### src/afdc_pkg.sv
// ----------------------------------------------------------------------------
// afdc_pkg: shared types and constants for the frame deframer
// Operation codes, result kinds, receiver phases and the result bundle
// passed from the receive engine to the top level.
// ----------------------------------------------------------------------------
package afdc_pkg;

    localparam logic [7:0]  DELIM_BYTE       = 8'h7E;
    localparam logic [7:0]  SUM_INIT         = 8'hFF;
    localparam logic [16:0] NEXT_WAIT_TICKS  = 17'd1;

    localparam logic [15:0] FIRST_TIMEOUT_RESET = 16'd10;
    localparam logic [15:0] STORE_LIMIT_RESET   = 16'd256;

    // Configuration register indexes
    typedef enum logic [0:0] {
        CFG_FIRST_TIMEOUT = 1'b0,
        CFG_STORE_LIMIT   = 1'b1
    } cfg_index_t;

    // Input operation codes
    typedef enum logic [1:0] {
        OP_START = 2'd0,
        OP_BYTE  = 2'd1,
        OP_TICK  = 2'd2
    } op_t;

    // Result kinds
    typedef enum logic [1:0] {
        KIND_DATA    = 2'd0,
        KIND_OK      = 2'd1,
        KIND_TIMEOUT = 2'd2,
        KIND_CRCERR  = 2'd3
    } kind_t;

    // Receiver phases, one-hot
    typedef enum logic [5:0] {
        PH_IDLE    = 6'b000001,
        PH_HUNT    = 6'b000010,
        PH_LENHI   = 6'b000100,
        PH_LENLO   = 6'b001000,
        PH_PAYLOAD = 6'b010000,
        PH_CHECK   = 6'b100000
    } phase_t;

    typedef struct packed {
        logic        valid;
        kind_t       kind;
        logic [7:0]  data_byte;
        logic [15:0] byte_index;
        logic [15:0] frame_length;
    } result_t;

endpackage

### src/afdc_if.sv
// ----------------------------------------------------------------------------
// afdc interfaces: valid/ready channels of the frame deframer
// Input word channel, result word channel and configuration write channel.
// ----------------------------------------------------------------------------
interface afdc_in_if;
    logic       valid;
    logic       ready;
    logic [1:0] operation;
    logic [7:0] rx_byte;

    modport source (output valid, output operation, output rx_byte, input ready);
    modport sink   (input valid, input operation, input rx_byte, output ready);
endinterface

interface afdc_out_if;
    logic        valid;
    logic        ready;
    logic [1:0]  result_kind;
    logic [7:0]  data_byte;
    logic [15:0] byte_index;
    logic [15:0] frame_length;

    modport source (output valid, output result_kind, output data_byte,
                    output byte_index, output frame_length, input ready);
    modport sink   (input valid, input result_kind, input data_byte,
                    input byte_index, input frame_length, output ready);
endinterface

interface afdc_cfg_if;
    logic        valid;
    logic        ready;
    logic [0:0]  index;
    logic [15:0] data;

    modport source (output valid, output index, output data, input ready);
    modport sink   (input valid, input index, input data, output ready);
endinterface

### src/api_frame_deframer_checksum_top.sv
// ----------------------------------------------------------------------------
// api_frame_deframer_checksum_top: framed message receiver with checksum
// A result word is registered and presented in the cycle after its input word is accepted.
// Throughput: one input word per cycle; the output register is refilled in
// the cycle it drains, so only a stalled result holds back the input.
// Reset: receiver idle, timeout 10 ticks, store limit 256, no result held.
// ----------------------------------------------------------------------------
module api_frame_deframer_checksum_top (
    input  logic            clk,
    input  logic            rst_n,
    afdc_in_if.sink         in_ch,
    afdc_out_if.source      out_ch,
    afdc_cfg_if.sink        cfg
);

    logic [15:0]        first_timeout_reg;
    logic [15:0]        store_limit_reg;
    logic               out_valid_reg, out_valid_next;
    logic [1:0]         kind_reg;
    logic [7:0]         data_reg;
    logic [15:0]        index_reg;
    logic [15:0]        length_reg;
    logic               in_accept;
    afdc_pkg::result_t  result;

    // Take a word whenever the result register is free or draining
    assign in_ch.ready = !out_valid_reg || out_ch.ready;
    assign in_accept   = in_ch.valid && in_ch.ready;
    assign cfg.ready   = 1'b1;

    afdc_rx_engine u_engine (
        .clk           (clk),
        .rst_n         (rst_n),
        .step          (in_accept),
        .operation     (in_ch.operation),
        .rx_byte       (in_ch.rx_byte),
        .first_timeout (first_timeout_reg),
        .store_limit   (store_limit_reg),
        .result        (result)
    );

    // Configuration registers
    always_ff @(posedge clk or negedge rst_n)
    begin
        if (!rst_n)
        begin
            first_timeout_reg <= afdc_pkg::FIRST_TIMEOUT_RESET;
            store_limit_reg   <= afdc_pkg::STORE_LIMIT_RESET;
        end
        else if (cfg.valid)
        begin
            case (cfg.index)
                afdc_pkg::CFG_FIRST_TIMEOUT: first_timeout_reg <= cfg.data;
                afdc_pkg::CFG_STORE_LIMIT:   store_limit_reg   <= cfg.data;
                default:                     first_timeout_reg <= first_timeout_reg;
            endcase
        end
    end

    // Hold a result until taken, drop it once drained
    always_comb
    begin
        if (in_accept && result.valid)
            out_valid_next = 1'b1;
        else if (out_ch.ready)
            out_valid_next = 1'b0;
        else
            out_valid_next = out_valid_reg;
    end

    always_ff @(posedge clk or negedge rst_n)
    begin
        if (!rst_n)
            out_valid_reg <= 1'b0;
        else
            out_valid_reg <= out_valid_next;
    end

    // Load the result payload
    always_ff @(posedge clk)
    begin
        if (in_accept && result.valid)
        begin
            kind_reg   <= result.kind;
            data_reg   <= result.data_byte;
            index_reg  <= result.byte_index;
            length_reg <= result.frame_length;
        end
    end

    assign out_ch.valid        = out_valid_reg;
    assign out_ch.result_kind  = kind_reg;
    assign out_ch.data_byte    = data_reg;
    assign out_ch.byte_index   = index_reg;
    assign out_ch.frame_length = length_reg;

`ifndef NO_ASSERTIONS
    // Input is only held back by a stalled result
    assert property (@(posedge clk) disable iff (!rst_n)
        !in_ch.ready |-> out_valid_reg && !out_ch.ready)
        else $error("input stalled without a pending result");

    // A produced result is presented in the next cycle
    assert property (@(posedge clk) disable iff (!rst_n)
        in_accept && result.valid |=> out_ch.valid)
        else $error("result word lost");

    // A word that gives no result and a drained register leave it empty
    assert property (@(posedge clk) disable iff (!rst_n)
        !(in_accept && result.valid) && out_ch.ready |=> !out_ch.valid)
        else $error("result word repeated");
`endif

endmodule

### src/afdc_rx_engine.sv
// ----------------------------------------------------------------------------
// afdc_rx_engine: receive state and per-word update
// Holds the receiver phase, length, count, checksum remainder and tick
// counter; works out the result of the current word in one pass.
// ----------------------------------------------------------------------------
module afdc_rx_engine (
    input  logic                clk,
    input  logic                rst_n,
    input  logic                step,
    input  logic [1:0]          operation,
    input  logic [7:0]          rx_byte,
    input  logic [15:0]         first_timeout,
    input  logic [15:0]         store_limit,
    output afdc_pkg::result_t   result
);

    afdc_pkg::phase_t phase_reg, phase_next;
    logic [15:0]      length_reg, length_next;
    logic [15:0]      count_reg, count_next;
    logic [7:0]       sum_reg, sum_next;
    logic [15:0]      ticks_reg, ticks_next;
    logic             first_wait_reg, first_wait_next;

    logic [16:0]      tick_limit;
    logic [16:0]      tick_sum;
    logic [15:0]      count_inc;

    assign tick_limit = first_wait_reg ? {1'b0, first_timeout} : afdc_pkg::NEXT_WAIT_TICKS;
    assign tick_sum   = {1'b0, ticks_reg} + 17'd1;
    assign count_inc  = count_reg + 16'd1;

    // Work out next state and result of the current word
    always_comb
    begin
        phase_next      = phase_reg;
        length_next     = length_reg;
        count_next      = count_reg;
        sum_next        = sum_reg;
        ticks_next      = ticks_reg;
        first_wait_next = first_wait_reg;
        result          = '0;

        if (operation == afdc_pkg::OP_START)
        begin
            phase_next      = afdc_pkg::PH_HUNT;
            length_next     = '0;
            count_next      = '0;
            sum_next        = afdc_pkg::SUM_INIT;
            ticks_next      = '0;
            first_wait_next = 1'b1;
        end
        else if (phase_reg != afdc_pkg::PH_IDLE && operation == afdc_pkg::OP_TICK)
        begin
            if (tick_sum >= tick_limit)
            begin
                phase_next   = afdc_pkg::PH_IDLE;
                ticks_next   = '0;
                result.valid = 1'b1;
                result.kind  = (phase_reg == afdc_pkg::PH_CHECK) ?
                               afdc_pkg::KIND_CRCERR : afdc_pkg::KIND_TIMEOUT;
            end
            else
            begin
                ticks_next = tick_sum[15:0];
            end
        end
        else if (phase_reg != afdc_pkg::PH_IDLE && operation == afdc_pkg::OP_BYTE)
        begin
            ticks_next      = '0;
            first_wait_next = 1'b0;
            case (phase_reg)
                afdc_pkg::PH_HUNT:
                begin
                    if (rx_byte == afdc_pkg::DELIM_BYTE)
                        phase_next = afdc_pkg::PH_LENHI;
                end
                afdc_pkg::PH_LENHI:
                begin
                    length_next = {rx_byte, 8'h00};
                    phase_next  = afdc_pkg::PH_LENLO;
                end
                afdc_pkg::PH_LENLO:
                begin
                    length_next = {length_reg[15:8], rx_byte};
                    count_next  = '0;
                    sum_next    = afdc_pkg::SUM_INIT;
                    phase_next  = ({length_reg[15:8], rx_byte} == 16'd0) ?
                                  afdc_pkg::PH_CHECK : afdc_pkg::PH_PAYLOAD;
                end
                afdc_pkg::PH_PAYLOAD:
                begin
                    sum_next   = sum_reg - rx_byte;
                    count_next = count_inc;
                    if (count_inc == length_reg)
                        phase_next = afdc_pkg::PH_CHECK;
                    if (count_reg < store_limit)
                    begin
                        result.valid      = 1'b1;
                        result.kind       = afdc_pkg::KIND_DATA;
                        result.data_byte  = rx_byte;
                        result.byte_index = count_reg;
                    end
                end
                afdc_pkg::PH_CHECK:
                begin
                    phase_next   = afdc_pkg::PH_IDLE;
                    result.valid = 1'b1;
                    if (rx_byte == sum_reg)
                    begin
                        result.kind         = afdc_pkg::KIND_OK;
                        result.frame_length = length_reg;
                    end
                    else
                    begin
                        result.kind = afdc_pkg::KIND_CRCERR;
                    end
                end
                default:
                begin
                    phase_next = afdc_pkg::PH_IDLE;
                end
            endcase
        end
    end

    // Advance state on each accepted word
    always_ff @(posedge clk or negedge rst_n)
    begin
        if (!rst_n)
        begin
            phase_reg      <= afdc_pkg::PH_IDLE;
            length_reg     <= '0;
            count_reg      <= '0;
            sum_reg        <= afdc_pkg::SUM_INIT;
            ticks_reg      <= '0;
            first_wait_reg <= 1'b1;
        end
        else if (step)
        begin
            phase_reg      <= phase_next;
            length_reg     <= length_next;
            count_reg      <= count_next;
            sum_reg        <= sum_next;
            ticks_reg      <= ticks_next;
            first_wait_reg <= first_wait_next;
        end
    end

`ifndef NO_ASSERTIONS
    // A start word always rearms the hunt with a fresh checksum
    assert property (@(posedge clk) disable iff (!rst_n)
        step && operation == afdc_pkg::OP_START
        |=> phase_reg == afdc_pkg::PH_HUNT && sum_reg == afdc_pkg::SUM_INIT
            && first_wait_reg)
        else $error("start did not rearm the receiver");

    // An idle receiver only reacts to start
    assert property (@(posedge clk) disable iff (!rst_n)
        phase_reg == afdc_pkg::PH_IDLE |-> !result.valid)
        else $error("result produced while idle");

    // Every end-of-frame result leaves the receiver idle
    assert property (@(posedge clk) disable iff (!rst_n)
        step && result.valid && result.kind != afdc_pkg::KIND_DATA
        |=> phase_reg == afdc_pkg::PH_IDLE)
        else $error("receiver still armed after end of frame");

    // Payload is only delivered in the payload phase
    assert property (@(posedge clk) disable iff (!rst_n)
        result.valid && result.kind == afdc_pkg::KIND_DATA
        |-> phase_reg == afdc_pkg::PH_PAYLOAD)
        else $error("payload word outside payload phase");
`endif

endmodule
### src/flat_wrapper.sv
// flat-port wrapper written by rule: the top's interface ports become plain ports
module api_frame_deframer_checksum_top_flat 
  (clk, rst_n, in_ch_valid, in_ch_operation, in_ch_rx_byte, in_ch_ready, out_ch_valid, out_ch_result_kind, out_ch_data_byte, out_ch_byte_index, out_ch_frame_length, out_ch_ready, cfg_valid, cfg_index, cfg_data, cfg_ready);
  afdc_in_if in_ch_i ();
  afdc_out_if out_ch_i ();
  afdc_cfg_if cfg_i ();
  input  logic clk;
  input  logic rst_n;
  input wire logic [$bits(in_ch_i.valid)-1:0] in_ch_valid;
  input wire logic [$bits(in_ch_i.operation)-1:0] in_ch_operation;
  input wire logic [$bits(in_ch_i.rx_byte)-1:0] in_ch_rx_byte;
  output wire logic [$bits(in_ch_i.ready)-1:0] in_ch_ready;
  output wire logic [$bits(out_ch_i.valid)-1:0] out_ch_valid;
  output wire logic [$bits(out_ch_i.result_kind)-1:0] out_ch_result_kind;
  output wire logic [$bits(out_ch_i.data_byte)-1:0] out_ch_data_byte;
  output wire logic [$bits(out_ch_i.byte_index)-1:0] out_ch_byte_index;
  output wire logic [$bits(out_ch_i.frame_length)-1:0] out_ch_frame_length;
  input wire logic [$bits(out_ch_i.ready)-1:0] out_ch_ready;
  input wire logic [$bits(cfg_i.valid)-1:0] cfg_valid;
  input wire logic [$bits(cfg_i.index)-1:0] cfg_index;
  input wire logic [$bits(cfg_i.data)-1:0] cfg_data;
  output wire logic [$bits(cfg_i.ready)-1:0] cfg_ready;
  assign in_ch_i.valid = in_ch_valid;
  assign in_ch_i.operation = in_ch_operation;
  assign in_ch_i.rx_byte = in_ch_rx_byte;
  assign in_ch_ready = in_ch_i.ready;
  assign out_ch_valid = out_ch_i.valid;
  assign out_ch_result_kind = out_ch_i.result_kind;
  assign out_ch_data_byte = out_ch_i.data_byte;
  assign out_ch_byte_index = out_ch_i.byte_index;
  assign out_ch_frame_length = out_ch_i.frame_length;
  assign out_ch_i.ready = out_ch_ready;
  assign cfg_i.valid = cfg_valid;
  assign cfg_i.index = cfg_index;
  assign cfg_i.data = cfg_data;
  assign cfg_ready = cfg_i.ready;
  api_frame_deframer_checksum_top u_core (.clk(clk), .rst_n(rst_n), .in_ch(in_ch_i), .out_ch(out_ch_i), .cfg(cfg_i));
endmodule
### config.mk
export PLATFORM = sky130hd
export DESIGN_NAME = api_frame_deframer_checksum_top_flat
export DESIGN_NICKNAME = d
export VERILOG_FILES = /design/src/afdc_pkg.sv /design/src/afdc_if.sv /design/src/api_frame_deframer_checksum_top.sv /design/src/afdc_rx_engine.sv /design/src/flat_wrapper.sv
export SDC_FILE = /design/constraint.sdc
export NUM_CORES = 1
export LEC_CHECK = 0
export BUFFER_PORTS_ARGS = -buffer_cell sky130_fd_sc_hd__buf_4
export CAP_MARGIN = 20
export CORE_MARGIN = 5
export CORE_UTILIZATION = 60
export DETAILED_ROUTE_END_ITERATION = 7
export GPL_TIMING_DRIVEN = 1
export PLACE_DENSITY = 0.91
export SETUP_SLACK_MARGIN = 0.1
export SYNTH_ARGS = -nofsm -noshare
export SYNTH_HDL_FRONTEND = slang
export SYNTH_SLANG_ARGS = --single-unit
### constraint.sdc
create_clock -name clk -period 5.3 [get_ports clk]
set_input_delay 1.325 -clock clk [delete_from_list [all_inputs] [get_ports clk]]
set_output_delay 1.325 -clock clk [all_outputs]
set_load 0.01 [all_outputs]
# [After elaboration in Yosys (flattened, before gate mapping)]
# Cells that the tools add are included.
[classes] addsub=3 n_lt_le_gt_ge=2 eq_ne=16 mux=42 bitwise=6 reduce_logical=24
[ops] op="$mux 16" count=13
[ops] op="$mux 43" count=2
[ops] op="$pmux 16 s2" count=2
[ops] op="$mux 6" count=7
[ops] op="$mux 40" count=1
[ops] op="$mux 27" count=1
[ops] op="$mux 24" count=1
[ops] op="$mux 8" count=3
[ops] op="$pmux 6 s4" count=1
[ops] op="$add 16x1->17 const B" count=1
[ops] op="$ge 17x17->1" count=1
[ops] op="$add 16x1->16 const B" count=1
[ops] op="$eq 16x16->1" count=1
[ops] op="$logic_not 16->1" count=1
[ops] op="$lt 16x16->1" count=1
[ops] op="$pmux 8 s2" count=1
[ops] op="$reduce_and 5->1" count=2
[ops] op="$reduce_or 5->1" count=2
[ops] op="$reduce_bool 3->1" count=3
[ops] op="$eq 8x7->1 const B" count=1
[ops] op="$eq 8x8->1" count=1
[ops] op="$ne 4x4->1 const B" count=2
[ops] op="$reduce_and 4->1" count=2
[ops] op="$sub 8x8->8" count=1
[ops] op="other kinds (22)" count=41
[totals] reg_bits=138 inputBits=32 out_inout_bits=45 word_cells=107

# [Longest topological paths before layout]
[depth] word_depth=8 mapped_depth=15 ltp_nobuf=13

# [By module]
# From an unflattened synthesis, not the netlist that was laid out.
[unflattened] hier_cells=721 area_unflattened_um2=7703.6
[by_module_without_submodules] mod="afdc_rx_engine" instances=1 cells_each=601 area_each_um2=5051.1 seq_area_each_um2=1589.0
[by_module_without_submodules] mod="api_frame_deframer_checksum_top" instances=1 cells_each=120 area_each_um2=2652.5 seq_area_each_um2=2090.8

# [Worst setup path after synthesis]
# Ideal clock, no wire load.
[synth_timing] path_type="input to register" start="input in_ch_operation[0]" end="register u_core.index_reg[0] (netlist: u_core.out_ch.byte_index[0]), enable pin" setup_time_ns=0.441 arrival_time_ns=4.171 required_ns=4.859 slack_ns=0.687 cell_stages=7 path_buffers=1 cell_sequence="clkbuf_1 nor2b_1 nand2b_1 nor4_1 o31a_1 nor3_1 nor2_1"
[synth_between] elab_chain_cells=6 elab_cells_between_ends=9 cone_classes="2 x eq/ne; 3 x mux; 4 x reduce/logical"
[synth_lines] item="start: declaration" line_no="flat_wrapper.sv:10" rtl="input wire logic [$bits(in_ch_i.operation)-1:0] in_ch_operation;"
[synth_lines] item="$eq 2x1->1" line_no="afdc_rx_engine.sv:67" rtl="else if (phase_reg != afdc_pkg::PH_IDLE && operation == afdc_pkg::OP_BYTE)"
[synth_lines] item="$logic_and 1x1->1" line_no="afdc_rx_engine.sv:67"
[synth_lines] item="$mux 43" line_no="afdc_rx_engine.sv:67"
[synth_lines] item="$mux 3" line_no="afdc_rx_engine.sv:52" rtl="else if (phase_reg != afdc_pkg::PH_IDLE && operation == afdc_pkg::OP_TICK)"
[synth_lines] item="$mux 43 *" line_no="afdc_rx_engine.sv:43" rtl="if (operation == afdc_pkg::OP_START)"
[synth_lines] item="$logic_and 1x1->1 *" line_no="api_frame_deframer_checksum_top.sv:82" rtl="if (in_accept && result.valid)"
[synth_lines] item="end signal: assignment" line_no="api_frame_deframer_checksum_top.sv:86" rtl="index_reg <= result.byte_index;"
[synth_lines] item="end: declaration" line_no="api_frame_deframer_checksum_top.sv:21" rtl="logic [15:0] index_reg;"
# Mark *: on every way between the ends. The rest lies on a longest branch, timed or not.
# A chain may end at the register's enable or synchronous reset.

# [Final worst setup path]
[layout_timing] start="register u_core.u_engine.ticks_reg[0]" end="register u_core.index_reg[6] (netlist: u_core.out_ch.byte_index[6]), enable pin"
[layout_between] elab_chain_cells=6
[layout_lines] item="start: declaration" line_no="afdc_rx_engine.sv:21" rtl="logic [15:0] ticks_reg, ticks_next;"
[layout_lines] item="start signal: assignment" line_no="afdc_rx_engine.sv:144" rtl="ticks_reg <= ticks_next;"
[layout_lines] item="$add 16x1->17" line_no="afdc_rx_engine.sv:29" rtl="assign tick_sum = {1'b0, ticks_reg} + 17'd1;"
[layout_lines] item="$ge 17x17->1" line_no="afdc_rx_engine.sv:54" rtl="if (tick_sum >= tick_limit)"
[layout_lines] item="$mux 3" line_no="afdc_rx_engine.sv:54"
[layout_lines] item="$mux 3" line_no="afdc_rx_engine.sv:52"
[layout_lines] item="$mux 43" line_no="afdc_rx_engine.sv:43"
[layout_lines] item="$logic_and 1x1->1" line_no="api_frame_deframer_checksum_top.sv:82"
# No other way between the ends.

==> impl_metrics.py <==
metrics = {
    "cts": {
        "cts_buffer_depth": 2,
        "clock_latency_ns": 0.43,
        "cts_tree": "built",
        "cts-resized-gates": 0,
        "numCtsBuffers": 17,
        "cts_setup_buffers": 0,
        "cts_hold_buf": 0,
        "htree_levels": 4,
        "clk_pin_slew_worst_paths_ns": 0.06,
        "cts_sinks": 138,
        "clockRootBuffer": "clkbuf_16",
    },
    "cells_and_area": {
        "areaGrowthSynthToFinish_pct": 16.8,
        "nNetsFinal": 879,
        "layout-drive-gt1-share": 0.215,
        "stdcell_count": 991,
        "utilization": 0.710,
        "diodes": 0,
    },
    "route": {
        "wl_per_cell_um": 18.6,
        "drt-initial-drc-count": 776,
        "drtAntennaViolNets": 0,
        "vias": 5985,
        "vias_per_cell": 6.04,
        "drt_pass1_iterations": 6,
        "wl_mm": 18.4,
        "drc_errors": 0,
    },
    "sta": {
        "fin_crit_ns": 3.67,
        "skew_ns": 0.00842,
        "fmax_mhz": 272,
        "setup_ws_ns": 1.63,
        "tns_ns": 0,
        "slew_headroom": 0.249,
        "period_share": 0.693,
        "hold_violations": 0,
        "rsz0062_at_grt": "no",
        "final-setup-viol-count": 0,
        "tightest_slew_ns": 1.12,
        "slew_violations": 0,
    },
    "worst_setup_path": {
        "arrival_ns": 3.84,
        "start_kind": "flip-flop",
        "path_buf_inv": 1,
        "crit_path_frequent_cell": "ha_1",
        "max_stage_delay_ns": 0.44,
        "crit_required_ns": 5.47,
        "path_delay_family": "simple AND/OR/NAND/NOR gates",
        "cp-end-kind": "flip-flop",
        "worst-path-max-fanout": 38,
        "critical_path.cell_chain": "ha_1 -> and2_1 -> nand4_1 -> xnor2_1 -> ha_1 -> a21oi_1 -> o21ai_0 -> a221oi_1 -> nand3_1 -> nor2b_1 -> nor3_1 -> nor2_4 -> buf_12",
        "critPathSlowestCell": "dfrtp_1",
        "worst-setup-path-type": "reg -> reg",
    },
    "floorplanning": {
        "die_x_um": 123,
        "core_um2": 12500,
        "die_y_um": 123,
        "dieArea_um2": 15000,
        "initial_core_util": 0.608,
        "pin_count": 77,
        "num_rows": 41,
    },
    "yosys": {
        "synth_edf_count": 42,
        "syn-cell-area_um2": 7610,
        "synthMostInstantiatedCell": "nand2_1",
        "seq_area_frac_synth": 0.484,
        "synthTopCellsByCount": "nand2_1 (95), dfrtp_1 (83), o21ai_0 (43), and2_1 (42), edfxtp_1 (42)",
        "postSynthAreaPerCell_um2": 10.3,
        "ys_seq_elements": 138,
        "yosysTopAreaCell": "dfrtp_1",
        "syn_inst": 740,
        "synth_top_area_share": 0.273,
        "ys_types": 66,
        "ys_async_sr_fraction": 0.696,
        "synth_nets": 813,
        "yosysWarnings": 0,
        "ys.flop_type": "dfrtp_1",
        "yosys-top-cells-area": "dfrtp_1 (27%), edfxtp_1 (17%), ha_1 (6.6%)",
    },
    "global_route": {
        "antenna_found_initial": 0,
        "grt_pass1_vias": 5991,
        "grtUsageTotal": 0.257,
        "grt_pass1_wl_mm": 29.8,
        "grt.overflow.total": 0,
        "grt_max_degree": 63,
    },
    "place": {
        "dp_cells": 958,
        "port_buffers": 75,
        "finalWeightedCongestion": 0.906,
        "dpl_worst_slack_ns": 1.56,
        "dpl.hpwl_mm": 12.6,
    },
    "power": {
        "p_leak_nw": 4.03,
        "ir_drop_v": 0.000246,
        "cellPowerDensity_nw_per_um2": 333,
    },
    "outcome": {
        "outcome": "complete, no violations",
    },
    "hold_path": {
        "min_path_type": "reg -> reg",
    },
    "flow_run": {
        "cap_violations": 0,
    },
}
==> kinds of logic after synthesis <==
kind of cell / synth area share
buf+inv: 0.0401
compound gates: 0.106
mux: 0.0586
fa+ha+maj: 0.0684
flops: 0.484
simple gates: 0.194
other cells: 0.000493
xor+xnor: 0.0484
==> per-layer routing <==
metal  part of all wire  global-route usage  vias up
met5                  0                   0        -
li1                   -                   -     2739
met3              0.071              0.0530       82
met4              0.041               0.130        0
met2               0.48               0.408      309
met1               0.41               0.335     2855
==> placed cells by master (no fill, tap or decap), types with 20 or more instances in the layout <==
master,n
a21oi_1,28
buf_4,80
mux2_2,32
nand3_1,24
nor2_1,28
nand2b_1,20
dfrtp_1,83
edfxtp_1,42
xnor2_1,24
nand2_1,95
ha_1,40
o21ai_0,43
inv_1,38
and2_1,42
==> path summary, 6_finish.rpt <==
check                                        startpoint                     endpoint  slack (ns)  cells past startpoint
max                        u_core.u_engine.ticks_reg[0]  u_core.out_ch.byte_index[6]        1.63                     13
min                          u_core.store_limit_reg[15]   u_core.store_limit_reg[15]        0.50                      1
max reg2reg                u_core.u_engine.ticks_reg[0]  u_core.out_ch.byte_index[6]        1.63                     13
min reg2reg                  u_core.store_limit_reg[15]   u_core.store_limit_reg[15]        0.50                      1
max in group asynchronous                         rst_n   u_core.u_engine.sum_reg[4]        3.33                      2
min in group asynchronous                         rst_n    u_core.store_limit_reg[5]        0.98                      1
==> through the flow <==
| stage | hold WS, ns | power, W | area [um2] |
|---|---|---|---|
| global route | 0.521 | 0.00308 | 8890 |
| detailed placement | 0.493 | 0.00177 | 8280 |
| global placement | 0.489 | 0.00174 | 8280 |
| finish | 0.502 | 0.00296 | 8890 |
| CTS | 0.505 | 0.00297 | 8870 |
| floorplan | 0.472 | 0.00162 | 7610 |
==> report_power, final <==
group	internal, W	switching, W	leakage, nW
sequential	0.00118	0.000109	1.62
clock	0.000760	0.000431	0.295
combinational	0.000214	0.000265	2.11
==> layout make-up <==
type / instances / area, um2
clock inverter: 9 / 121
tap: 172 / 215
multi-input combinational: 529 / 3630
clock buffer: 23 / 468
sequential: 138 / 3680
inverter: 39 / 146
fill: 865 / 3630
timing repair buffer: 81 / 621
(Power assumes the default switching activity.)
